**config.mk**
```make
export PLATFORM = sky130hd
export DESIGN_NAME = arp_responder_with_cache_unit
export DESIGN_NICKNAME = d
export VERILOG_FILES = /design/src/rtl/core/arpc_pkg.sv /design/src/rtl/core/arpc_cell.sv /design/src/rtl/core/arp_responder_with_cache_unit.sv
export SDC_FILE = /design/constraint.sdc
export NUM_CORES = 1
export LEC_CHECK = 0
export ABC_AREA = 1
export BUFFER_PORTS_ARGS = -buffer_cell sky130_fd_sc_hd__buf_2
export CAP_MARGIN = 10
export CORE_MARGIN = 5
export CORE_UTILIZATION = 53
export DETAILED_ROUTE_END_ITERATION = 7
export GPL_ROUTABILITY_DRIVEN = 1
export PLACE_DENSITY = 0.75
export SYNTH_ARGS = -nofsm -noshare
export SYNTH_HDL_FRONTEND = slang
export SYNTH_HIERARCHICAL = 1
export SYNTH_SLANG_ARGS = --single-unit
```
**constraint.sdc**
```tcl
create_clock -name clk -period 10.4 [get_ports clk]
set_input_delay 2.08 -clock clk [delete_from_list [all_inputs] [get_ports clk]]
set_output_delay 2.08 -clock clk [all_outputs]
set_load 0.005 [all_outputs]
```
**src/rtl/core/arpc_pkg.sv**
```systemverilog
// arpc_pkg: shared constants, codes and types of the arp responder with cache
// no dependencies; imported by arpc_cell and arp_responder_with_cache_unit
`timescale 1ns / 1ps

package arpc_pkg;

    localparam int CACHE_ENTRIES = 8;
    localparam int IDX_W = (CACHE_ENTRIES > 1) ? $clog2(CACHE_ENTRIES) : 1;
    localparam int CNT_W = $clog2(CACHE_ENTRIES + 1);

    localparam logic [10:0] MIN_FRAME  = 11'd42;
    localparam logic [15:0] HTYPE_ETH  = 16'h0001;
    localparam logic [15:0] PTYPE_IPV4 = 16'h0800;
    localparam logic [7:0]  HLEN_MAC   = 8'd6;
    localparam logic [7:0]  PLEN_IP    = 8'd4;
    localparam logic [15:0] OP_REQUEST = 16'h0001;

    localparam logic OPC_PACKET = 1'b0;
    localparam logic OPC_QUERY  = 1'b1;

    localparam int CFG_IDX_W = 1;
    localparam logic [CFG_IDX_W-1:0] CFG_LOCAL_IP  = 1'b0;
    localparam logic [CFG_IDX_W-1:0] CFG_LOCAL_MAC = 1'b1;

    typedef logic [IDX_W-1:0] idx_t;
    typedef logic [CNT_W-1:0] cnt_t;

    typedef enum logic [1:0] {
        ST_IDLE,
        ST_CMP,
        ST_WB
    } state_t;

    // passed from cell to cell: lowest match so far and its mac
    typedef struct packed {
        logic        found;
        logic [47:0] mac;
    } link_t;

    // broadcast from the controller to every cell
    typedef struct packed {
        logic        cmp;
        logic        store;
        logic        full;
        logic        any_found;
        cnt_t        count;
        logic [31:0] key_ip;
        logic [47:0] mac;
    } ctl_t;

endpackage

```
**src/rtl/core/arpc_cell.sv**
```systemverilog
// arpc_cell: one cache entry with its compare and its link in the priority chain
// depends on arpc_pkg
`timescale 1ns / 1ps

module arpc_cell (
    input  logic          clk,
    input  logic          rst_n,
    input  arpc_pkg::idx_t cell_idx,
    input  arpc_pkg::ctl_t ctl,
    input  arpc_pkg::link_t chain_in,
    output arpc_pkg::link_t chain_out
);
    import arpc_pkg::*;

    logic [31:0] ip_reg;
    logic [47:0] mac_reg;
    logic        match_reg;
    logic        match_next;
    logic        first;
    logic        write_en;
    cnt_t        my_idx;

    assign my_idx = CNT_W'(cell_idx);

    // entries at or above the fill count are never considered
    always_comb
    begin
        match_next = match_reg;
        if (ctl.cmp)
        begin
            match_next = (ip_reg == ctl.key_ip) && (my_idx < ctl.count);
        end
    end

    assign first = match_reg & ~chain_in.found;

    assign chain_out.found = chain_in.found | match_reg;
    assign chain_out.mac   = first ? mac_reg : chain_in.mac;

    // update the first match, else append at the fill count, else replace entry 0
    assign write_en = ctl.store &
                      (first | (~ctl.any_found &
                                ((ctl.full & (my_idx == '0)) |
                                 (~ctl.full & (my_idx == ctl.count)))));

    always_ff @(posedge clk or negedge rst_n)
    begin
        if (!rst_n)
        begin
            match_reg <= 1'b0;
        end
        else
        begin
            match_reg <= match_next;
        end
    end

    always_ff @(posedge clk)
    begin
        if (write_en)
        begin
            ip_reg  <= ctl.key_ip;
            mac_reg <= ctl.mac;
        end
    end

endmodule

```
**src/rtl/core/arp_responder_with_cache_unit.sv**
```systemverilog
// arp_responder_with_cache_unit: top level, item control, config and result registers
// depends on arpc_pkg and arpc_cell
`timescale 1ns / 1ps

// channel   direction  handshake              payload
// item      in         start & !busy          opcode .. query_ip
// result    out        done, one cycle        packet_accepted .. request_ip
// config    in         cfg_valid & cfg_ready  cfg_index, cfg_data
//
// each item goes from accept to result through a compare of the key in every
// cell, a resolve of the lowest match along the cell chain with write back, and
// the result register; busy is high during the compare and the write back.
// reset clears the fill count, so the cache is empty at once, no clearing pass.
// done is one cycle wide, results last to the next item; the receiver cannot stall.

module arp_responder_with_cache_unit (
    input  logic        clk,
    input  logic        rst_n,
    input  logic        start,
    output logic        busy,
    input  logic        opcode,
    input  logic [10:0] frame_len,
    input  logic [15:0] hw_type,
    input  logic [15:0] proto_type,
    input  logic [7:0]  hw_addr_len,
    input  logic [7:0]  proto_addr_len,
    input  logic [15:0] arp_operation,
    input  logic [47:0] sender_mac,
    input  logic [31:0] sender_ip,
    input  logic [31:0] target_ip,
    input  logic [31:0] query_ip,
    output logic        done,
    output logic        packet_accepted,
    output logic        send_reply,
    output logic [47:0] reply_dest_mac,
    output logic [31:0] reply_dest_ip,
    output logic        hit,
    output logic [47:0] resolved_mac,
    output logic        send_request,
    output logic [31:0] request_ip,
    input  logic        cfg_valid,
    output logic        cfg_ready,
    input  logic [arpc_pkg::CFG_IDX_W-1:0] cfg_index,
    input  logic [47:0] cfg_data
);
    import arpc_pkg::*;

    state_t      state_reg, state_next;
    logic [31:0] local_ip_reg;
    cnt_t        count_reg, count_next;

    logic        opcode_reg;
    logic        pkt_ok_reg;
    logic        is_req_reg;
    logic [31:0] key_reg;
    logic [47:0] mac_reg;

    logic        accept;
    logic        pkt_ok;
    logic        wb;
    ctl_t        ctl;
    link_t       link [CACHE_ENTRIES+1];

    logic        done_next;
    logic        packet_accepted_next;
    logic        send_reply_next;
    logic [47:0] reply_dest_mac_next;
    logic [31:0] reply_dest_ip_next;
    logic        hit_next;
    logic [47:0] resolved_mac_next;
    logic        send_request_next;
    logic [31:0] request_ip_next;

    assign busy      = (state_reg != ST_IDLE);
    assign accept    = start & ~busy;
    assign cfg_ready = 1'b1;
    assign wb        = (state_reg == ST_WB);

    assign pkt_ok = (frame_len >= MIN_FRAME) && (hw_type == HTYPE_ETH) &&
                    (proto_type == PTYPE_IPV4) && (hw_addr_len == HLEN_MAC) &&
                    (proto_addr_len == PLEN_IP);

    always_comb
    begin
        state_next = state_reg;
        case (state_reg)
            ST_IDLE:
            begin
                if (accept)
                begin
                    state_next = ST_CMP;
                end
            end
            ST_CMP:  state_next = ST_WB;
            ST_WB:   state_next = ST_IDLE;
            default: state_next = ST_IDLE;
        endcase
    end

    always_ff @(posedge clk or negedge rst_n)
    begin
        if (!rst_n)
        begin
            state_reg <= ST_IDLE;
        end
        else
        begin
            state_reg <= state_next;
        end
    end

    // item capture; the search key is the sender ip or the query ip
    always_ff @(posedge clk)
    begin
        if (accept)
        begin
            opcode_reg <= opcode;
            pkt_ok_reg <= pkt_ok;
            is_req_reg <= (arp_operation == OP_REQUEST) && (target_ip == local_ip_reg);
            key_reg    <= (opcode == OPC_QUERY) ? query_ip : sender_ip;
            mac_reg    <= sender_mac;
        end
    end

    always_ff @(posedge clk or negedge rst_n)
    begin
        if (!rst_n)
        begin
            local_ip_reg <= 32'h0A00_020F;
        end
        else if (cfg_valid && cfg_ready)
        begin
            case (cfg_index)
                CFG_LOCAL_IP:  local_ip_reg <= cfg_data[31:0];
                // sender hardware address of the reply is the frame builder's
                CFG_LOCAL_MAC: ;
                default:       ;
            endcase
        end
    end

    assign ctl.cmp       = (state_reg == ST_CMP);
    assign ctl.store     = wb & (opcode_reg == OPC_PACKET) & pkt_ok_reg;
    assign ctl.full      = (count_reg == CNT_W'(CACHE_ENTRIES));
    assign ctl.any_found = link[CACHE_ENTRIES].found;
    assign ctl.count     = count_reg;
    assign ctl.key_ip    = key_reg;
    assign ctl.mac       = mac_reg;

    assign link[0] = '0;

    for (genvar g = 0; g < CACHE_ENTRIES; g++)
    begin : g_cell
        arpc_cell u_cell (
            .clk       (clk),
            .rst_n     (rst_n),
            .cell_idx  (IDX_W'(g)),
            .ctl       (ctl),
            .chain_in  (link[g]),
            .chain_out (link[g+1])
        );
    end

    always_comb
    begin
        count_next = count_reg;
        if (ctl.store && !ctl.any_found && !ctl.full)
        begin
            count_next = count_reg + 1'b1;
        end
    end

    always_ff @(posedge clk or negedge rst_n)
    begin
        if (!rst_n)
        begin
            count_reg <= '0;
        end
        else
        begin
            count_reg <= count_next;
        end
    end

    always_comb
    begin
        done_next            = wb;
        packet_accepted_next = 1'b0;
        send_reply_next      = 1'b0;
        reply_dest_mac_next  = '0;
        reply_dest_ip_next   = '0;
        hit_next             = 1'b0;
        resolved_mac_next    = '0;
        send_request_next    = 1'b0;
        request_ip_next      = '0;
        if (opcode_reg == OPC_PACKET)
        begin
            if (pkt_ok_reg)
            begin
                packet_accepted_next = 1'b1;
                if (is_req_reg)
                begin
                    send_reply_next     = 1'b1;
                    reply_dest_mac_next = mac_reg;
                    reply_dest_ip_next  = key_reg;
                end
            end
        end
        else if (link[CACHE_ENTRIES].found)
        begin
            hit_next          = 1'b1;
            resolved_mac_next = link[CACHE_ENTRIES].mac;
        end
        else
        begin
            send_request_next = 1'b1;
            request_ip_next   = key_reg;
        end
    end

    always_ff @(posedge clk or negedge rst_n)
    begin
        if (!rst_n)
        begin
            done <= 1'b0;
        end
        else
        begin
            done <= done_next;
        end
    end

    always_ff @(posedge clk)
    begin
        if (wb)
        begin
            packet_accepted <= packet_accepted_next;
            send_reply      <= send_reply_next;
            reply_dest_mac  <= reply_dest_mac_next;
            reply_dest_ip   <= reply_dest_ip_next;
            hit             <= hit_next;
            resolved_mac    <= resolved_mac_next;
            send_request    <= send_request_next;
            request_ip      <= request_ip_next;
        end
    end

endmodule
```
Word-level counts from Yosys, hierarchy flattened:

Cells that the tools add are included.

* logic and storage cells: 180
* ROM bits: 0
* register bits: 934
* memory bits (writable): 0
* input port bits: 273
* output and inout port bits: 167
* memories: 0
* latch bits: 0

* add/subtract/negate cells: 1
* bitwise logic cells: 64
* multiplexer cells: 15
* $lt $le $gt $ge: 9
* reduce and logical (&&, ||, !) cells: 25
* div/mod/pow operators: 0
* equal/unequal tests: 25
* shifts and indexed selects: 0
* multipliers: 0

Operators with widths (count)
* two-way mux 48 bit: 8
* == test 32 bit: 9
* AND 1 bit: 34
* == test 16 x 1 -> 1 bit, second input constant: 2
* two-way mux 32 bit: 1
* == test 16 x 12 -> 1 bit, second input constant: 1
* == test 3 x 4 -> 1 bit, first input constant: 4
* == test 8 x 3 -> 1 bit, second input constant: 2
* less-than comparator 3 x 4 -> 1 bit, first input constant: 4
* OR 1 bit: 16
* logical AND 1 bit: 15
* NOT 1 bit: 14
* >= comparator 11 x 6 -> 1 bit, second input constant: 1
* == test 2 x 4 -> 1 bit, first input constant: 2
* less-than comparator 1 x 4 -> 1 bit, first input constant: 2
* less-than comparator 2 x 4 -> 1 bit, first input constant: 2
* adder 4 x 1 -> 4 bit, second input constant: 1
* == test 1 x 4 -> 1 bit, first input constant: 1
* == test 4 bit, second input constant: 1
* logical NOT 4 bit: 1
* two-way mux 1 bit: 4
* one-hot mux 2 bit (2 select lines): 1
* AND reduction 2 bit: 2
* OR reduction 2 bit: 2
* other kinds (8): 9

Logic depth before layout (Yosys ltp):

* word-level depth: 11
* gate-level depth with buffers: 14
* mapped depth without buffers: 12

Modules after synthesis:

The synthesis kept the hierarchy.

By module, submodules not included
* arpc_cell: seq. area each 2427.3 um2, instances 8, cells an instance 294, area an instance 3748.6 um2
* arp_responder_with_cache_unit: seq. area each 8401.8 um2, instances 1, cells an instance 928, area an instance 11364.6 um2

Least setup slack after synthesis:

No wires, ideal clock.

* path type: flip-flop to flip-flop
* from: register state_reg[0]
* to: register g_cell[0].u_cell.ip_reg[0], enable pin
* library setup time: 0.641 ns
* slack: 0.668 ns
* buffers on the path: 0
* period minus slack after synthesis: 9.732 ns
* cell stages (with the launch flop): 5
* arrival time: 9.091 ns
* data required time: 9.759 ns
* path through: dfrtp_1 > nor2_4 > nand2_2 > inv_1 > a21boi_0

RTL lines
* from (decl): RTL line arp_responder_with_cache_unit.sv:48 `state_t state_reg, state_next;`
* from (signal assigned): RTL line arp_responder_with_cache_unit.sv:108 `state_reg <= state_next;`
* to (signal assigned): RTL line arpc_cell.sv:62 `ip_reg <= ctl.key_ip;`
* to (decl): RTL line arpc_cell.sv:15 `logic [31:0] ip_reg;`

==> flow_summary_export.csv <==
group,metric,value,unit
run_status,status,"finished clean",
clocking,cts-resized-gates,0,
synthesis,synth-seq-cells,934,
layout,layout_commonest_cell,"edfxtp_1",
clocking,path_clk_slew,60,ps
clocking,cts_root_buf,"clkbuf_16",
power,p_comb_frac,0.081,
clocking,post_cts_buffers,0,
global_routing,grt_pass1_wl,137500,um
timing,slew_headroom,0.2611,
routing,num_vias,24997,
timing,worst_slew_pin_slew,1108,ps
floorplan,die_h,289.3,um
clocking,clockBufferDepth,3,
floorplan,die_x,289.3,um
worst_setup_path,path_max_fanout,56,
synthesis,synth_flop_cell,"edfxtp_1",
clocking,cts_tree,"built",
clocking,clk_latency,650,ps
flow_run,maxCapViolCount,0,
floorplan,boundaryPins,440,
synthesis,async_flop_share,0.05032,
worst_setup_path,startpoint_type,"flop",
layout,layout_common_cells,"887 x edfxtp_1, 596 x nand2_1, 574 x inv_1",
timing,setup_violations,0,
power,ir_drop,0.1269,mV
min_path,hold_class,"reg -> reg",
power,p_leak,0.02030,uW
placement,dp_slack,5079,ps
layout,final_util,0.6198,
clocking,cts_sinks,934,
floorplan,die_area,0.08371,sq mm
timing,rsz0062_at_grt,"false",
routing,ant_nets,0,
worst_setup_path,critPathRequiredTime,10660,ps
synthesis,synth.distinct_cells,32,
layout,multi_input_area,0.01140,sq mm
worst_setup_path,critPathMaxStageDelay,860,ps
routing,vias_per_cell,5.029,
layout,nFillCells,5855,
routing,routed_wl,89650,um
power,sw_frac_of_total,0.2330,
power,internal-power,6433,uW
placement,dp_hpwl,55280,um
layout,regArea,0.02782,sq mm
timing,hold_violations,0,
synthesis,ys_seq_area_frac,0.6727,
synthesis,synth_area_per_cell,12.61,sq um
timing,min_period_over_period,0.5173,
worst_setup_path,worst_path_most_repeated_cell,"or2_2",
power,p_per_area,174.7,mW/mm^2
clocking,hold_buffers,0,
global_routing,overflow,0,
power,power_frac_seq,0.531,
worst_setup_path,slowest_stage,"a21boi_4",
layout,nNetsFinal,4149,
layout,drive_above_1_share,0.2680,
worst_setup_path,worstPathCellList,"or2_2 -> or2_2 -> or2_2 -> or2_2 -> or2_2 -> or2_2 -> or2_2 -> or2_2 -> inv_1 -> nand2_1 -> a21boi_4 -> buf_4",
worst_setup_path,path_class,"reg -> reg",
worst_setup_path,crit_arrival,5640,ps
placement,gp_congestion,0.8064,
power,p_switching,1954,uW
routing,drt_first_pass_iters,5,
timing,skew,21.14,ps
synthesis,synthesis.area,0.04135,sq mm
power,power.share.clock,0.388,
floorplan,coreArea,0.07747,sq mm
floorplan,rows,102,
timing,whs,475.9,ps
floorplan,start_util,0.5338,
synthesis,ys_warn_count,6,
global_routing,antenna_found_initial,7,
worst_setup_path,end_kind,"flop",
routing,drc_errors,0,
clocking,cts_buffers,95,
layout,syn_to_final_growth,16.10,%
layout,largest_register_ff_count,384,
routing,drt_iter0_markers,1782,
timing,setup_ws,5021,ps
timing,setup_tns,0,ps
placement,io_buffers,421,
global_routing,grt_usage,0.2123,
global_routing,grt_pass1_vias,24958,
synthesis,synthCells,3280,
clocking,htreeDepth,3,
routing,drt-wirelength-per-cell,18.03,um
timing,slew_viol_final,0,
synthesis,synth_edf_count,887,
timing,fin_crit,5379,ps
timing,max_freq,0.1859,GHz
global_routing,grt_max_degree,166,
-- synthesized netlist by cell type (3+ instances only) --
| cell type | instances | area [sq um] |
|---|---|---|
| ha_1 | 26 | 325.3 |
| dfstp_2 | 7 | 183.9 |
| nand3_1 | 29 | 145.1 |
| buf_2 | 41 | 205.2 |
| a21oi_1 | 27 | 135.1 |
| clkbuf_1 | 4 | 15.01 |
| a21boi_0 | 8 | 60.06 |
| dfrtp_1 | 40 | 1001 |
| mux2_4 | 72 | 1081 |
| xnor2_1 | 92 | 805.8 |
| nand2_1 | 607 | 2278 |
| inv_1 | 574 | 2155 |
| o22ai_1 | 8 | 50.05 |
| or2_2 | 8 | 50.05 |
| mux2_2 | 356 | 4009 |
| buf_4 | 4 | 30.03 |
| nand3b_1 | 3 | 22.52 |
| o21ai_0 | 12 | 60.06 |
| nand4_1 | 57 | 356.6 |
| edfxtp_1 | 887 | 26640 |
| buf_6 | 16 | 180.2 |
| xor2_1 | 3 | 26.28 |
| nor2_1 | 385 | 1445 |
-- worst paths after layout --
check / start / slack, ps / cells past startpoint / endpoint
setup / recovery: g_cell[0].u_cell/match_reg$_DFFE_PN0P_ / 5020 / 12 / g_cell[4].u_cell/ip_reg[22]$_DFFE_PP_
hold / removal: state_reg[1]$_DFFE_PN0P_ / 480 / 1 / state_reg[1]$_DFFE_PN0P_
setup reg to reg: g_cell[0].u_cell/match_reg$_DFFE_PN0P_ / 5020 / 12 / g_cell[4].u_cell/ip_reg[22]$_DFFE_PP_
hold reg to reg: state_reg[1]$_DFFE_PN0P_ / 480 / 1 / state_reg[1]$_DFFE_PN0P_
max in group asynchronous: rst_n / 8310 / 2 / done$_DFF_PN0_
min in group asynchronous: rst_n / 1570 / 2 / local_ip_reg[13]$_DFFE_PN0P_
-- power by group through the flow --
stage	registers (uW)	clock network (uW)	logic (uW)
finish	4450	3250	678
global route	4480	3480	771
CTS	4460	3320	684
detailed placement	4540	0	678
global placement	4530	0	655
floorplan	4480	0	438
-- cells by family (layout without fill, tap and decap cells) --
family,after synthesis,in the layout,share of synthesized area
AND/OR/NAND/NOR,1096,1096,0.1053
flip-flops,934,934,0.6727
buffers and inverters,642,1202,0.06278
multiplexers,430,430,0.1236
XOR/XNOR,95,95,0.02012
AO/OA/AOI/OAI,55,55,0.007383
adder cells (fa/ha/maj),26,26,0.007867
other,2,93,0.0001816
-- metal layers --
layer,GRT usage,share of wire,vias up
li1,-,-,11953
met1,0.2842,0.42,12121
met2,0.3625,0.49,779
met3,0.03556,0.063,140
met4,0.05893,0.023,4
met5,0,0.00030,-
-- critical path, delay by kind of cell (launching register included) --
family,cells,cell delay (ps)
buf+inv,2,950
simple gates,9,2700
compound gates,1,860
flops,1,400
-- area by class of cell --
cell class / count / area share
Sequential cell: 934 / 0.5794
Multi-Input combinational cell: 1793 / 0.2375
Clock buffer: 118 / 0.05303
Timing Repair Buffer: 450 / 0.04868
Inverter: 576 / 0.04503
Tap cell: 1040 / 0.02710
Clock inverter: 58 / 0.009147
Antenna cell: 2 / 0.0001042
-- per-stage QoR --
stage | instances | area [sq um] | power (uW)
floorplan | 3369 | 41690 | 4922
global placement | 4793 | 45020 | 5185
finish | 4971 | 48010 | 8387
CTS | 4969 | 48010 | 8460
global route | 4970 | 48010 | 8728
detailed placement | 4793 | 45020 | 5216
(Power assumes the default switching activity.)
